--- config.mk ---
export PLATFORM = sky130hd
export DESIGN_NAME = pump_dryrun_runtime_supervisor
export DESIGN_NICKNAME = d
export VERILOG_FILES = /design/src/design/pdrs_pkg.sv /design/src/design/pdrs_window.sv /design/src/design/pdrs_ctrl.sv /design/src/design/pump_dryrun_runtime_supervisor.sv
export VERILOG_INCLUDE_DIRS = /design/src /design/src/design
export SDC_FILE = /design/constraint.sdc
export NUM_CORES = 1
export LEC_CHECK = 0
export BUFFER_PORTS_ARGS = -buffer_cell sky130_fd_sc_hd__buf_2
export CELL_PAD_IN_SITES_DETAIL_PLACEMENT = 1
export CELL_PAD_IN_SITES_GLOBAL_PLACEMENT = 1
export CORE_ASPECT_RATIO = 1.5
export CORE_MARGIN = 10
export CORE_UTILIZATION = 50
export CTS_CLUSTER_DIAMETER = 100
export DETAILED_ROUTE_END_ITERATION = 6
export PLACE_DENSITY_LB_ADDON = 0.15
export SYNTH_ARGS = -nofsm -noshare
export SYNTH_HDL_FRONTEND = slang
export SYNTH_HIERARCHICAL = 1
export SYNTH_SLANG_ARGS = --single-unit
--- constraint.sdc ---
create_clock -name i_clk -period 34.4 [get_ports i_clk]
set_input_delay 1.72 -clock i_clk [delete_from_list [all_inputs] [get_ports i_clk]]
set_output_delay 1.72 -clock i_clk [all_outputs]
set_load 0.03 [all_outputs]
--- src/design/pump_dryrun_runtime_supervisor_defines.svh ---
// Assertion macros for the pump dry-run supervisor.
// No dependencies; included by the top level only.
`ifndef PUMP_DRYRUN_RUNTIME_SUPERVISOR_DEFINES_SVH
`define PUMP_DRYRUN_RUNTIME_SUPERVISOR_DEFINES_SVH

// Same-cycle implication, disabled while reset is held
`define PDRS_ASSERT_IMP(label, clk, rst_n, ante, cons, msg) \
    label: assert property (@(posedge clk) disable iff (!rst_n) (ante) |-> (cons)) \
        else $error(msg);

// Next-cycle implication, disabled while reset is held
`define PDRS_ASSERT_NXT(label, clk, rst_n, ante, cons, msg) \
    label: assert property (@(posedge clk) disable iff (!rst_n) (ante) |=> (cons)) \
        else $error(msg);

`endif

--- src/design/pdrs_pkg.sv ---
// Shared types and constants of the pump dry-run supervisor.
// No dependencies; imported by pdrs_window, pdrs_ctrl and the top level.
`default_nettype none

package pdrs_pkg;

    // Field widths
    localparam int ADC_W      = 10;
    localparam int CUR_W      = 15;
    localparam int CNT_W      = 8;
    localparam int TIMER_W    = 10;
    localparam int PIDX_W     = 4;
    localparam int CFG_IDX_W  = 2;
    localparam int CFG_DATA_W = 15;

    // Empty window entry: inverted reading of zero current
    localparam logic [ADC_W-1:0] ADC_IDLE = 10'h3FF;

    // current = floor((1024 - median) * 10000 / 409), done as (x * CUR_MULT) >> CUR_SHIFT.
    // CUR_MULT = ceil(10000 * 2^20 / 409); exact for x in 1..1024.
    localparam int                 CUR_MULT_W = 25;
    localparam logic [CUR_MULT_W-1:0] CUR_MULT = 25'd25637556;
    localparam int                 CUR_SHIFT  = 20;
    localparam logic [ADC_W:0]     CUR_BASE   = 11'd1024;
    localparam logic [CUR_W-1:0]   CUR_MAX    = 15'd25036;

    // Configuration reset values
    localparam logic [CUR_W-1:0]   ON_TH_RST     = 15'd800;
    localparam logic [CUR_W-1:0]   DRY_TH_RST    = 15'd2000;
    localparam logic [CNT_W-1:0]   DRY_MIN_RST   = 8'd30;
    localparam logic [TIMER_W-1:0] RUN_LIMIT_RST = 10'd900;

    // Button debounce reload
    localparam logic [1:0] REL_LOAD = 2'd2;

    typedef enum logic [2:0] {
        MODE_DRY  = 3'd0,
        MODE_OFF  = 3'd1,
        MODE_IDLE = 3'd2,
        MODE_RUN  = 3'd3,
        MODE_WARN = 3'd4
    } t_mode;

    typedef enum logic [CFG_IDX_W-1:0] {
        CFG_ON_TH     = 2'd0,
        CFG_DRY_TH    = 2'd1,
        CFG_DRY_MIN   = 2'd2,
        CFG_RUN_LIMIT = 2'd3
    } t_cfg_idx;

    typedef struct packed {
        logic [CUR_W-1:0]   on_th;
        logic [CUR_W-1:0]   dry_th;
        logic [CNT_W-1:0]   dry_min;
        logic [TIMER_W-1:0] run_limit;
    } t_cfg;

    typedef struct packed {
        t_mode              mode;
        logic [TIMER_W-1:0] timer;
        logic               relay;
        logic [PIDX_W-1:0]  pidx;
        logic [CNT_W-1:0]   low;
        logic               latch;
        logic [1:0]         rel;
    } t_ctrl_st;

    localparam t_ctrl_st CTRL_RESET = '{
        mode:  MODE_OFF,
        timer: '0,
        relay: 1'b0,
        pidx:  '0,
        low:   '0,
        latch: 1'b0,
        rel:   '0
    };

    typedef struct packed {
        logic             above_on;
        logic [CUR_W-1:0] current_ma;
        t_mode            mode_code;
        logic             relay_on;
    } t_result;

endpackage

`default_nettype wire

--- src/design/pdrs_window.sv ---
// Median window of inverted ADC samples and conversion of the median to mA.
// Depends on pdrs_pkg.
`default_nettype none

module pdrs_window #(
    parameter int WINDOW = 5
) (
    input  wire logic                       i_clk,
    input  wire logic                       i_rst_n,
    input  wire logic                       i_en,
    input  wire logic                       i_sample,
    input  wire logic [pdrs_pkg::ADC_W-1:0] i_adc,
    output logic      [pdrs_pkg::CUR_W-1:0] o_current_ma,
    output logic                            o_full
);
    import pdrs_pkg::*;

    localparam int IW  = $clog2(WINDOW);
    localparam int FW  = $clog2(WINDOW + 1);
    localparam int MID = WINDOW / 2;
    localparam int PW  = ADC_W + 1 + CUR_MULT_W;

    logic [ADC_W-1:0] r_window [WINDOW];
    logic [ADC_W-1:0] n_window [WINDOW];
    logic [IW-1:0]    r_wpos, n_wpos;
    logic [FW-1:0]    r_fill, n_fill;
    logic [IW-1:0]    rank [WINDOW];
    logic [ADC_W-1:0] med;
    logic [ADC_W:0]   x;
    logic [PW-1:0]    prod;

    // Window after this item's sample
    always_comb begin
        for (int k = 0; k < WINDOW; k++) begin
            n_window[k] = (i_sample && (r_wpos == IW'(k))) ? i_adc : r_window[k];
        end
    end

    always_comb begin
        n_wpos = r_wpos;
        n_fill = r_fill;
        if (i_sample) begin
            n_wpos = (r_wpos == IW'(WINDOW - 1)) ? '0 : r_wpos + IW'(1);
            if (r_fill != FW'(WINDOW)) begin
                n_fill = r_fill + FW'(1);
            end
        end
    end

    assign o_full = (n_fill == FW'(WINDOW));

    // Sorted position of each entry; ties broken by slot number
    always_comb begin
        for (int i = 0; i < WINDOW; i++) begin
            rank[i] = '0;
            for (int j = 0; j < WINDOW; j++) begin
                if ((j != i) && ((n_window[j] < n_window[i]) ||
                                 ((n_window[j] == n_window[i]) && (j < i)))) begin
                    rank[i] = rank[i] + IW'(1);
                end
            end
        end
    end

    // Pick the middle entry
    always_comb begin
        med = '0;
        for (int i = 0; i < WINDOW; i++) begin
            if (rank[i] == IW'(MID)) begin
                med = med | n_window[i];
            end
        end
    end

    // Scale to milliamperes
    assign x            = CUR_BASE - {1'b0, med};
    assign prod         = PW'(x) * PW'(CUR_MULT);
    assign o_current_ma = prod[CUR_SHIFT +: CUR_W];

    // Window storage
    always_ff @(posedge i_clk) begin
        if (!i_rst_n) begin
            for (int k = 0; k < WINDOW; k++) begin
                r_window[k] <= ADC_IDLE;
            end
            r_wpos <= '0;
            r_fill <= '0;
        end else if (i_en) begin
            for (int k = 0; k < WINDOW; k++) begin
                r_window[k] <= n_window[k];
            end
            r_wpos <= n_wpos;
            r_fill <= n_fill;
        end
    end

endmodule

`default_nettype wire

--- src/design/pdrs_ctrl.sv ---
// Button debounce, dry-run detection and the off/idle/run/warning state machine.
// Depends on pdrs_pkg.
`default_nettype none

module pdrs_ctrl (
    input  wire logic                       i_clk,
    input  wire logic                       i_rst_n,
    input  wire logic                       i_en,
    input  wire logic                       i_sample,
    input  wire logic                       i_button,
    input  wire logic                       i_second,
    input  wire logic [pdrs_pkg::CUR_W-1:0] i_current_ma,
    input  wire logic                       i_full,
    input  wire pdrs_pkg::t_cfg             i_cfg,
    output pdrs_pkg::t_result               o_res
);
    import pdrs_pkg::*;

    // Warning relay pattern, bit i is step i
    localparam int                 PAT_LEN = 14;
    localparam logic [PAT_LEN-1:0] PATTERN = 14'b11111100111100;

    t_ctrl_st r_st, n_st;
    logic     active;

    // Relay change reloads the run-limit timer
    function automatic t_ctrl_st f_set_relay(t_ctrl_st s, logic on, logic [TIMER_W-1:0] lim);
        t_ctrl_st r;
        r = s;
        if (r.relay != on) begin
            r.timer = lim;
        end
        r.relay = on;
        return r;
    endfunction

    function automatic t_ctrl_st f_enter(t_ctrl_st s, t_mode m, logic [TIMER_W-1:0] lim);
        t_ctrl_st r;
        r      = s;
        r.mode = m;
        unique case (m)
            MODE_IDLE, MODE_RUN: begin
                r = f_set_relay(r, 1'b1, lim);
            end
            MODE_WARN: begin
                r.pidx = '0;
                r      = f_set_relay(r, PATTERN[0], lim);
            end
            default: begin
                r = f_set_relay(r, 1'b0, lim);
            end
        endcase
        return r;
    endfunction

    assign active = (i_current_ma > i_cfg.on_th);

    // Next state: sample first, then the second tick
    always_comb begin
        t_ctrl_st s;
        logic     fire;
        logic     timeout;
        logic     tg;
        s       = r_st;
        fire    = 1'b0;
        timeout = 1'b0;
        tg      = 1'b0;

        if (i_sample) begin
            if (i_button) begin
                if (!s.latch) begin
                    if (s.mode >= MODE_IDLE) begin
                        s = f_enter(s, MODE_OFF, i_cfg.run_limit);
                    end else begin
                        s = f_enter(s, MODE_IDLE, i_cfg.run_limit);
                    end
                end
                s.latch = 1'b1;
                s.rel   = REL_LOAD;
            end else if (s.latch) begin
                if (s.rel != 2'd0) begin
                    s.rel = s.rel - 2'd1;
                end
                if (s.rel == 2'd0) begin
                    s.latch = 1'b0;
                end
            end
        end

        if (i_second) begin
            // dry-run check, any mode
            if (!active) begin
                s.low = '0;
            end else if (i_current_ma < i_cfg.dry_th) begin
                fire = (s.low > i_cfg.dry_min);
                if (s.low != {CNT_W{1'b1}}) begin
                    s.low = s.low + CNT_W'(1);
                end
                if (fire) begin
                    s = f_enter(s, MODE_DRY, i_cfg.run_limit);
                end
            end

            // machine steps only with a full window
            if (i_full) begin
                if (s.timer != '0) begin
                    s.timer = s.timer - TIMER_W'(1);
                end
                timeout = (s.timer == '0);
                unique case (s.mode)
                    MODE_IDLE: begin
                        if (active) begin
                            s = f_enter(s, MODE_RUN, i_cfg.run_limit);
                        end else if (timeout) begin
                            s = f_enter(s, MODE_OFF, i_cfg.run_limit);
                        end
                    end
                    MODE_RUN: begin
                        if (!active) begin
                            s = f_enter(s, MODE_IDLE, i_cfg.run_limit);
                        end else if (timeout) begin
                            s = f_enter(s, MODE_WARN, i_cfg.run_limit);
                        end
                    end
                    MODE_WARN: begin
                        s.pidx = s.pidx + PIDX_W'(1);
                        if (s.pidx >= PIDX_W'(PAT_LEN)) begin
                            s = f_enter(s, MODE_OFF, i_cfg.run_limit);
                        end else begin
                            tg = (s.relay != PATTERN[s.pidx]);
                            s  = f_set_relay(s, PATTERN[s.pidx], i_cfg.run_limit);
                            if (!tg && s.relay && !active) begin
                                s = f_enter(s, MODE_IDLE, i_cfg.run_limit);
                            end
                        end
                    end
                    default: begin
                    end
                endcase
            end
        end
        n_st = s;
    end

    // Result of this item, taken after all updates
    always_comb begin
        o_res.relay_on   = n_st.relay;
        o_res.mode_code  = n_st.mode;
        o_res.current_ma = i_current_ma;
        o_res.above_on   = active;
    end

    always_ff @(posedge i_clk) begin
        if (!i_rst_n) begin
            r_st <= CTRL_RESET;
        end else if (i_en) begin
            r_st <= n_st;
        end
    end

endmodule

`default_nettype wire

--- src/design/pump_dryrun_runtime_supervisor.sv ---
// Pump dry-run supervisor, top level. A taken item passes the input register, then the
// result register, and then appears on m_axis. Throughput: one item per cycle while
// m_axis_tready does not stall it; the path per item is the median ranking plus one
// constant multiply. Reset: synchronous, active low; window refilled with 1023,
// mode off, counters and timer zero, thresholds back to defaults. No clearing pass.
`default_nettype none
`include "pump_dryrun_runtime_supervisor_defines.svh"

module pump_dryrun_runtime_supervisor #(
    parameter int WINDOW = 5
) (
    input  wire logic                            i_clk,
    input  wire logic                            i_rst_n,
    // config write port
    input  wire logic                            i_cfg_we,
    input  wire logic [pdrs_pkg::CFG_IDX_W-1:0]  i_cfg_idx,
    input  wire logic [pdrs_pkg::CFG_DATA_W-1:0] i_cfg_data,
    // input items
    input  wire logic                            s_axis_tvalid,
    output logic                                 s_axis_tready,
    input  wire logic [15:0]                     s_axis_tdata,  // adc_value[9:0], button_pressed[10]
    input  wire logic [1:0]                      s_axis_tuser,  // sample_tick[0], second_tick[1]
    // result items
    output logic                                 m_axis_tvalid,
    input  wire logic                            m_axis_tready,
    output logic [23:0]                          m_axis_tdata   // relay_on[0], mode_code[3:1],
                                                                // current_ma[18:4], above_on[19]
);
    import pdrs_pkg::*;

    t_cfg             r_cfg;
    logic             r_in_valid;
    logic             r_in_sample;
    logic [ADC_W-1:0] r_in_adc;
    logic             r_in_button;
    logic             r_in_second;
    logic             r_out_valid;
    t_result          r_res;
    t_result          n_res;
    logic             advance;
    logic [CUR_W-1:0] cur_ma;
    logic             win_full;

    // Configuration registers
    always_ff @(posedge i_clk) begin
        if (!i_rst_n) begin
            r_cfg.on_th     <= ON_TH_RST;
            r_cfg.dry_th    <= DRY_TH_RST;
            r_cfg.dry_min   <= DRY_MIN_RST;
            r_cfg.run_limit <= RUN_LIMIT_RST;
        end else if (i_cfg_we) begin
            unique case (t_cfg_idx'(i_cfg_idx))
                CFG_ON_TH:     r_cfg.on_th     <= i_cfg_data[CUR_W-1:0];
                CFG_DRY_TH:    r_cfg.dry_th    <= i_cfg_data[CUR_W-1:0];
                CFG_DRY_MIN:   r_cfg.dry_min   <= i_cfg_data[CNT_W-1:0];
                CFG_RUN_LIMIT: r_cfg.run_limit <= i_cfg_data[TIMER_W-1:0];
                default: begin
                end
            endcase
        end
    end

    // Handshake: the input register moves into the result register when it is free
    assign advance       = r_in_valid && (!r_out_valid || m_axis_tready);
    assign s_axis_tready = !r_in_valid || advance;

    // Input register
    always_ff @(posedge i_clk) begin
        if (!i_rst_n) begin
            r_in_valid <= 1'b0;
        end else if (s_axis_tvalid && s_axis_tready) begin
            r_in_valid <= 1'b1;
        end else if (advance) begin
            r_in_valid <= 1'b0;
        end
    end

    always_ff @(posedge i_clk) begin
        if (s_axis_tvalid && s_axis_tready) begin
            r_in_sample <= s_axis_tuser[0];
            r_in_second <= s_axis_tuser[1];
            r_in_adc    <= s_axis_tdata[ADC_W-1:0];
            r_in_button <= s_axis_tdata[ADC_W];
        end
    end

    pdrs_window #(
        .WINDOW (WINDOW)
    ) u_window (
        .i_clk        (i_clk),
        .i_rst_n      (i_rst_n),
        .i_en         (advance),
        .i_sample     (r_in_sample),
        .i_adc        (r_in_adc),
        .o_current_ma (cur_ma),
        .o_full       (win_full)
    );

    pdrs_ctrl u_ctrl (
        .i_clk        (i_clk),
        .i_rst_n      (i_rst_n),
        .i_en         (advance),
        .i_sample     (r_in_sample),
        .i_button     (r_in_button),
        .i_second     (r_in_second),
        .i_current_ma (cur_ma),
        .i_full       (win_full),
        .i_cfg        (r_cfg),
        .o_res        (n_res)
    );

    // Result register
    always_ff @(posedge i_clk) begin
        if (!i_rst_n) begin
            r_out_valid <= 1'b0;
        end else if (advance) begin
            r_out_valid <= 1'b1;
        end else if (m_axis_tready) begin
            r_out_valid <= 1'b0;
        end
    end

    always_ff @(posedge i_clk) begin
        if (advance) begin
            r_res <= n_res;
        end
    end

    assign m_axis_tvalid = r_out_valid;
    assign m_axis_tdata  = {4'b0, r_res.above_on, r_res.current_ma,
                            r_res.mode_code, r_res.relay_on};

    // Relay follows the mode: off in dry run and off, on in idle and running
    `PDRS_ASSERT_IMP(a_relay_off_modes, i_clk, i_rst_n, r_out_valid && ((r_res.mode_code == MODE_DRY) || (r_res.mode_code == MODE_OFF)), !r_res.relay_on, "relay on in dry run or off")
    `PDRS_ASSERT_IMP(a_relay_on_modes, i_clk, i_rst_n, r_out_valid && ((r_res.mode_code == MODE_IDLE) || (r_res.mode_code == MODE_RUN)), r_res.relay_on, "relay off in idle or running")
    // Scaled current never exceeds the full-scale value
    `PDRS_ASSERT_IMP(a_current_range, i_clk, i_rst_n, r_out_valid, r_res.current_ma <= CUR_MAX, "current out of range")
    // A held input item is not dropped
    `PDRS_ASSERT_NXT(a_in_held, i_clk, i_rst_n, r_in_valid && !advance, r_in_valid, "input item lost")

endmodule

`default_nettype wire

Yosys cells after proc, flatten, opt, wreduce, memory -nomap -nowiden
Memory sizes are Yosys's and may differ from the RTL's.
Cells that the tools add are included.
W data, S select, Z words.

word-level totals
  bits in registers = 118
  latch bits = 0
  bits in writable memories = 50
  ROM bits = 16
  output and inout bits = 26
  word-level logic and storage cells = 234
  memories kept = 2

operators by class
  add/sub/neg operators = 22
  multipliers = 1
  divide/modulo/power cells = 0
  order comparisons = 26
  equality and inequality tests = 29
  shift operators = 0
  mux-type cells = 84
  bitwise operators = 9
  reductions and logical operators = 38

memories
  memory             depth  bits a word  rd ports  clocked after Yosys merged registers in  write ports  line               RTL
  u_window.r_window  5      10           5         0                                        5            pdrs_window.sv:23  logic [ADC_W-1:0] r_window [WINDOW];
  (no name shown)    16     1            1         0                                        0            pdrs_ctrl.sv:130   tg = (s.relay != PATTERN[s.pidx]);

operators with widths
  kind                      count
  $mux W29                  12
  $mux W10                  25
  $lt A10 B10 Y1            20
  $eq A10 B10 Y1            10
  $pmux W29 S3              1
  $mux W3                   21
  $or A10 B10 Y10           4
  $add A3 B1 Y3 const B     13
  $mux W18                  2
  $mul A11 B23 Y33 const B  1
  $mux W28                  1
  $eq A3 B2 Y1 const B      9
  $mux W26                  1
  $mux W8                   2
  $gt A15 B15 Y1            1
  $lt A15 B15 Y1            1
  $mux W1                   15
  $logic_or A1 B1 Y1        12
  $sub A11 B10 Y11 const A  1
  $logic_not A10 Y1         1
  $reduce_and A2 Y1         5
  $reduce_bool A10 Y1       1
  $sub A10 B1 Y10 const B   1
  $eq A3 B3 Y1 const B      3
  other kinds (21)          46

Longest topological paths before layout
Gate-level depths: netlist (run 1).

  word-level depth = 39
  mapped depth = 73
  gate-level depth less buffers = 70

Hierarchy
Netlist (run 1), hierarchy kept.

modules (own cells, without submodules)
  module                          instances  cells each  area an instance (um^2)  sequential area each (um^2)
  pdrs_window                     1          1,015       9,721.8                  1,621.6
  pdrs_ctrl                       1          611         4,458.0                  580.6
  pump_dryrun_runtime_supervisor  1          236         3,017.9                  1,991.9

Worst setup path before layout (run 1)
OpenSTA, ideal clock, no wires.

  path kind = register -> register
  start point = register r_in_sample
  end point = register r_res, in the netlist m_axis_tdata[1], data pin
  setup time = 0.251 ns
  arrival = 15.080 ns
  required time = 34.149 ns
  path slack = 19.069 ns
  cell stages (with the launch flop) = 67
  clock period less this slack = 15.331 ns
  cell sequence = edfxtp_1 buf_4 nand3b_1 buf_4 mux2i_1 inv_1 ha_1 and4_1 nand2_1 or4b_1 a22o_1 inv_1 ha_1 xor2_1 ha_1 or3b_2 mux4_2 clkbuf_1 (+31 left out) ha_1 nand4_1 nor3_1 a211oi_2 a31oi_1 buf_2 mux2i_1 ha_1 nand3_1 mux2_4 a21boi_2 xnor2_1 o41ai_2 nand4_4 nor3_4 mux2i_1 or3_1 buf_4

RTL lines
  element                   line                                   RTL
  start: declaration        pump_dryrun_runtime_supervisor.sv:33   logic r_in_sample;
  start signal: assignment  pump_dryrun_runtime_supervisor.sv:80   r_in_sample <= s_axis_tuser[0];
  end signal: assignment    pump_dryrun_runtime_supervisor.sv:125  r_res <= n_res;
  end: declaration          pump_dryrun_runtime_supervisor.sv:38   t_result r_res;

==> parameters.txt, run 1 <==
Parameter                              Value

Placed design
  Post-place setup slack    15.47 ns
  DPL Wire Length    40,420 um
  Routability Congestion    0.9236
  Post-Place Cell Area    0.01766 mm2
  Port Buf Inserts    56

Timing
  RSZ-0062 raised after global routing    no
  Share of the cycle needed by the critical path after routing    0.5555
  Relative slew margins    0.2798
  Min Clock Period, post-route    approximately 19 ns
  Sum of negative setup slack    0 ns
  Fmax    52.33 MHz
  Endpoints failing setup    0
  Slew at the pin closest to its max-slew limit    between 1 and 1.5 ns
  Setup clock skew after layout    roughly 0.0099 ns
  Hold Vio Cnt, Final    0
  Number of pins with negative max-slew slack in the final report    0
  Setup slack after layout    15.29 ns

Finish
  Number of inserted diodes    0
  Most used cells in the layout excluding fill and tap cells    252 x sky130_fd_sc_hd__ha_1, 226 x sky130_fd_sc_hd__inv_1, 182 x sky130_fd_sc_hd__nand2_1, 100 x sky130_fd_sc_hd__mux2i_1, 85 x sky130_fd_sc_hd__dfxtp_1
  Layout cell share with drive strength beyond 1    0.09894
  P&R area growth vs syn    6.024%
  Most common cell after layout, fill and taps aside    sky130_fd_sc_hd__ha_1
  Final cell area excluding filler cells    0.01823 mm2
  Net count of the finished layout    between 2,000 and 2,500

Route
  Via density per instance    6.088
  Initial DRT Pass Iterations    5
  Iter 0 DRT Violations    768
  Vias after detailed routing    14,090
  Final routed DRC violation total    0
  Antenna violation net count after detailed routing    0
  Routed WL    a little over 50,000 um
  WL per Instance    21.92 um

Die
  Die Y    247.1 um
  Horiz. Die Dim    around 170 um
  Area of the die    0.04237 mm2
  Effective utilization at floorplan    0.5049
  IO Count    66
  Placement Rows    between 80 and 90
  Core outline area    roughly 0.034 mm2

Power and ir drop
  Reported net switching power    approximately 810 uW
  Max rail drop VDD    0.09992 mV
  Internal power component    805.4 uW
  PnR Total Power    1617 uW
  Clock share of power    0.115
  Part of the power in registers    0.157
  Power per Cell Area    88.68 mW/mm2
  Sw Ratio    0.5019
  Leakage    0.008233 uW
  Gate power share    0.727

Yosys
  Synth unique cells    between 100 and 150
  Cell area after synthesis    ~0.017 mm2
  Most used DFF post-synth    sky130_fd_sc_hd__dfxtp_1
  Post-synth ARST share    0
  Sequential cell area fraction in the yosys report    0.2439
  Number of synthesized flops with an enable pin    83
  Cell count after synthesis    between 1,500 and 2,000
  Yosys warnings    6
  Mean cell area of the mapped netlist    between 9 and 10 um2
  #FFs+latches synth    168

CTS
  Reg clk slew, reported paths    approximately 0.070 ns
  Clock latency at the later pin of the worst-skew pair    0.44 ns
  Clock Tree Buf Depth    2
  Clock tree from TritonCTS    done
  Total of cells resized after clock tree synthesis    0
  # H-tree levels    4
  Clock buffers created by TritonCTS    17
  Clock tree root driver cell    sky130_fd_sc_hd__clkbuf_16
  Post-CTS Hold Fix Bufs    0
  Number of clock sinks    ~170
  Number of buffers added for setup after CTS    0

Global routing
  Global routing met2 resource utilization    0.4629
  Vias in the first global route    15,470
  Wire length of the first global-routing pass    81,160 um
  Global routing usage summed across all routing layers    0.2415
  Largest net degree at the start of global routing    86
  Most Used Layer, Global Route    met2
  Met3 Track Usage GR    0.02298
  Antenna violations before repair    0
  GRT met1 Usage    0.2619
  Remaining global-route overflow    0

Worst setup path
  CP peak stage delay    around 0.74 ns
  Endpoint type of the worst setup path    register
  Largest fanout of any net on the critical path    15
  Reg-to-reg critical path startpoint    r_in_sample
  Critical Path Start Type    register
  Cell seen most often among critical-path stages    sky130_fd_sc_hd__ha_1
  Start-to-end type of the worst setup path    reg -> reg
  Crit path max-delay cell type    sky130_fd_sc_hd__mux2i_1
  Crit path required time    34.59 ns
  Crit path DAT    ~19 ns
  Worst setup path startpoint    r_in_sample

Min path
  Class of the worst hold path    reg -> reg
  Min-delay src    r_cfg[29]

Job
  Max-cap violation count    0

Status
  Status    finished, final reports clean
-- power groups by stage --
| stage | clock [uW] | sequential [uW] | combinational, uW |
|---|---|---|---|
| 2_1_floorplan | 0 | 271 | 924 |
| 3_3_place_gp | 0 | 259 | 1100 |
| 3_5_place_dp | 0 | 259 | 1180 |
| 4_1_cts | 192 | 255 | 1190 |
| 5_1_grt | 199 | 256 | 1340 |
| 6_report | 186 | 255 | 1180 |
-- synthesized netlist by cell type (all sizes together) (4+ instances only) --
master,instances,area [um2]
mux2,20,232.7
nand4b,6,52.55
a21boi,8,67.57
mux2i,106,1110
and4,9,78.83
nand4,26,183.9
o211ai,20,155.1
or4,5,37.54
a32oi,5,43.79
o2111ai,8,70.07
nor2,74,280.3
ha,252,3153
nand2,184,700.7
nor4,10,90.08
maj3,5,50.05
o22ai,15,106.4
xor2,21,183.9
inv,229,859.6
a21oi,84,424.2
fa,64,1281
or3,8,60.06
nor3,30,182.7
o21a,12,90.09
o21ai,68,344.1
nand3,39,215.2
xnor2,38,332.8
o221ai,14,146.4
edfxtp,83,2492
nor2b,38,237.7
dfxtp,85,1702
nor3b,11,87.58
buf,50,375.4
o31ai,6,50.05
a31oi,20,125.1
o311ai,4,35.03
a2111oi,4,53.81
and2,12,80.08
and3,12,75.07
a21o,30,225.2
a211oi,21,172.7
nand2b,23,143.9
clkbuf,28,108.9
nand3b,14,121.4
-- logic make-up (layout without fill, tap and decap cells) --
logic type                 after synthesis  count (layout)  synth area share
and+or+nand+nor                        516             516            0.1604
DFF                                    168             168            0.2439
adders and majority gates              321             321            0.2607
muxes                                  127             127           0.07937
AOI/OAI and AO/OA                      362             362            0.1470
xor gates and xnor gates                59              59           0.03005
other                                    1               4         0.0002181
buffers and inverters                  308             333           0.07836
-- per-layer routing --
metal	vias up	wire [um]	part of all wire
li1	6660	-	-
met1	7063	20130	0.40
met2	269	27700	0.55
met3	102	1056	0.021
met4	0	1870	0.037
met5	-	0	0
-- area by class of cell --
cell class | count | area (um2)
timing repair buffer | 71 | 392.9
fill | 3970 | 15830
multi-input combinational | 1389 | 11680
sequential | 168 | 4194
inverter | 230 | 863.3
clock buffer | 18 | 429.2
tap | 425 | 531.8
clock inverter | 14 | 140.1
-- critical path: cells and delay by family (launching register included) --
family                   cells  cell delay (ns)
AND/OR/NAND/NOR             14             3.43
buffers and inverters        6             0.82
multiplexers                 5             2.42
flip-flops                   1             0.71
adder cells (fa/ha/maj)     12             4.90
AO/OA/AOI/OAI               23             5.53
XOR/XNOR                     3             1.02
-- metrics by stage --
step,hold slack (ns),std cells,util
4_1_cts,0.4655,2315,0.5353
3_3_place_gp,0.4439,2283,0.5186
2_1_floorplan,0.4302,1865,-
3_5_place_dp,0.4564,2283,0.5186
6_report,0.4639,2315,0.5353
5_1_grt,0.4802,2315,0.5353
-- registers in the layout (all words and copies together), names as in the netlist --
signal and count:
r_in_adc 10, u_ctrl/r_st 29, r_in_sample 1, r_in_second 1, r_cfg 48, u_window/r_wpos 3, r_in_valid 1, u_window/r_window 50
u_window/r_fill 3, r_in_button 1, m_axis_tvalid 1, m_axis_tdata 20
-- path summary, 6_finish.rpt --
kind         slack, ns              end  cells after the start
max reg2reg      15.29  m_axis_tdata[1]                     63
min reg2reg       0.46        r_cfg[29]                      2
max              15.29  m_axis_tdata[1]                     63
min               0.46        r_cfg[29]                      2
No activity file was read; power rests on OpenSTA's default activity.
==> run 2, diff against run 1 <==
- CORE_UTILIZATION: 50 -> 45
- clock period: 34.4 -> 15.9 ns (I/O delays scaled with it)
==> parameters.txt, run 2 (synthesis gave the netlist of run 1 again) <==
Parameter                              Value

Timing
  Min Clock Period, post-route    15.38 ns (-3.736 ns)
  Fmax    65.04 MHz (+24%)
  Hold Vio Cnt, Final    0 (unchanged)
  Endpoints failing setup    0 (unchanged)
  Setup slack after layout    0.5250 ns (-14.76 ns)
  Number of pins with negative max-slew slack in the final report    0 (unchanged)
  Slew at the pin closest to its max-slew limit    0.8778 ns (-0.2025 ns)
  Setup clock skew after layout    0.01399 ns (+0.004093 ns)
  Share of the cycle needed by the critical path after routing    0.9670 (+0.4114)
  Relative slew margins    0.4148 (+0.1350)

CTS
  # H-tree levels    4 (unchanged)
  Clock tree root driver cell    sky130_fd_sc_hd__clkbuf_16
  Clock Tree Buf Depth    2 (unchanged)
  Number of clock sinks    168 (unchanged)
  Clock latency at the later pin of the worst-skew pair    0.45 ns (about the same)
  Post-CTS Hold Fix Bufs    0 (unchanged)
  Clock tree from TritonCTS    done
  Reg clk slew, reported paths    0.07 ns (about the same)
  Clock buffers created by TritonCTS    17 (unchanged)

Global routing
  Antenna violations before repair    0 (unchanged)
  Global routing usage summed across all routing layers    0.2255 (-0.01601)
  Remaining global-route overflow    0 (unchanged)
  Wire length of the first global-routing pass    85,240 um (+5.0%)
  Vias in the first global route    15,790 (+2.1%)
  Largest net degree at the start of global routing    86 (unchanged)

Die
  Core outline area    0.03766 mm2 (+11%)
  Effective utilization at floorplan    0.4566 (-0.04827)
  Die Y    259.4 um (+5.0%)
  Horiz. Die Dim    179.6 um (+4.8%)
  IO Count    66 (unchanged)
  Area of the die    0.04660 mm2 (+10%)
  Placement Rows    87 (+4.8%)

Route
  Final routed DRC violation total    0 (unchanged)
  Via density per instance    5.866 (-3.7%)
  Antenna violation net count after detailed routing    0 (unchanged)
  Iter 0 DRT Violations    709 (-7.7%)
  Initial DRT Pass Iterations    5 (unchanged)
  WL per Instance    22.00 um (+0.34%)
  Routed WL    55,430 um (+9.2%)
  Vias after detailed routing    14,780 (+4.9%)

Finish
  Reg with most FFs    u_window/r_window
  P&R area growth vs syn    17.72%
  Most used cells in the layout excluding fill and tap cells    241 x sky130_fd_sc_hd__ha_1, 217 x sky130_fd_sc_hd__inv_1, 180 x sky130_fd_sc_hd__nand2_1, 145 x sky130_fd_sc_hd__buf_4
  Net count of the finished layout    2,374 (+6.3%)
  Final cell area excluding filler cells    0.02025 mm2 (+11%)
  Layout cell share with drive strength beyond 1    0.2127 (+0.1138)
  Top Registers    u_window/r_window: 50 flops, r_cfg: 48 flops, u_ctrl/r_st: 29 flops
  Number of inserted diodes    0 (unchanged)
  Flip-flop count of the largest register after layout    50 (unchanged)
  Non-filler cells, final    2,520 (+8.9%)
  Final standard cell utilization of the core    0.5375 (+0.002239)
  Most common cell after layout, fill and taps aside    sky130_fd_sc_hd__ha_1

Job
  Max-cap violation count    0 (unchanged)

Placed design
  Post-Place Cell Area    0.01846 mm2 (+4.5%)
  Routability Congestion    0.9196 (-0.43%)
  Port Buf Inserts    56 (unchanged)
  Cell count after placement    2,439 (+6.8%)
  Post-place setup slack    -0.4894 ns (-15.96 ns)
  DPL Wire Length    43,290 um (+7.1%)

Worst setup path
  Crit path DAT    15.58 ns (-3.72 ns)
  CP peak stage delay    0.60 ns (-0.14 ns)
  Critical Path Start Type    register
  Start-to-end type of the worst setup path    reg -> reg
  Setup slack of the most critical reg-to-reg path    0.52 ns (-14.76 ns)
  Endpoint type of the worst setup path    register
  Crit path max-delay cell type    sky130_fd_sc_hd__mux4_2
  Largest fanout of any net on the critical path    6 (-9)
  Crit path required time    16.10 ns (-18.49 ns)

Power and ir drop
  Max rail drop VDD    0.1917 mV (+92%)
  Power per Cell Area    187.1 mW/mm2 (+110%)
  Leakage    0.009100 uW (+11%)

Status
  Status    finished, final reports clean

Min path
  Class of the worst hold path    reg -> reg
run 2: cell types whose count changed in the layout (fill, tap and decap cells not counted), sizes merged:
cell      before  now
buf           71  211
clkbuf        18   19
clkinv         3    4
clkinvlp       5    0
inv          235  238
nand2        184  185
run 2: through the flow:
step / power [uW] / TNS [ns] / hold slack, ns
detailed placement: 3189 / -7.606 / 0.4531
finish: 3788 / 0 / 0.4609
CTS: 3675 / 0 / 0.4625
floorplan: 2586 / 0 / 0.4302
global placement: 3039 / -0.03583 / 0.4442
global route: 4203 / -0.8855 / 0.4765
run 2: routing by layer:
metal / routed length [um] / GRT usage / up-vias / part of all wire
met5: 0 / 0 / - / 0
met2: 30010 / 0.4345 / 327 / 0.54
met3: 1430 / 0.02008 / 136 / 0.026
met1: 21360 / 0.2393 / 7385 / 0.39
li1: - / - / 6934 / -
met4: 2632 / 0.1121 / 0 / 0.047
run 2: timing repair:
| action | 4_1_cts | 5_1_grt |
|---|---|---|
| endpoints found under the setup margin | 22 | 22 |
| gates resized for setup | 20 | 125 |
| setup buffers | 4 | 44 |
| pin swaps | 5 | 44 |
| gates cloned | 0 | 1 |
run 2: path summary, 6_finish.rpt:
check	start	to	cells past startpoint
max	u_window/r_wpos[1]	m_axis_tdata[2]	69
min	r_cfg[29]	r_cfg[29]	2
max reg2reg	u_window/r_wpos[1]	m_axis_tdata[2]	69
min reg2reg	r_cfg[29]	r_cfg[29]	2
run 2: cell type report:
class,instances,area [um2]
multi-input cells,1390,12440
fillers,4347,17420
clock inverters,13,143.9
flip-flops and latches,168,4198
well taps,489,611.8
repair buffers,211,1511
clock buffers,19,475.5
inverters,230,863.3
run 2: worst max-delay path, delay by kind of cell, from the launching register on:
kind	cells	cell delay [ns]
AO/OA/AOI/OAI	18	3.26
XOR/XNOR	3	0.60
adder cells (fa/ha/maj)	12	4.20
buffers and inverters	11	1.35
flip-flops	1	0.35
multiplexers	4	1.46
AND/OR/NAND/NOR	21	3.84
run 2: where the power goes:
group          switching (uW)  total, uW  internal [uW]
Combinational            1670       2800           1120
Clock                     200        442            242
Sequential               21.3        550            529
Total                    1890       3790           1890
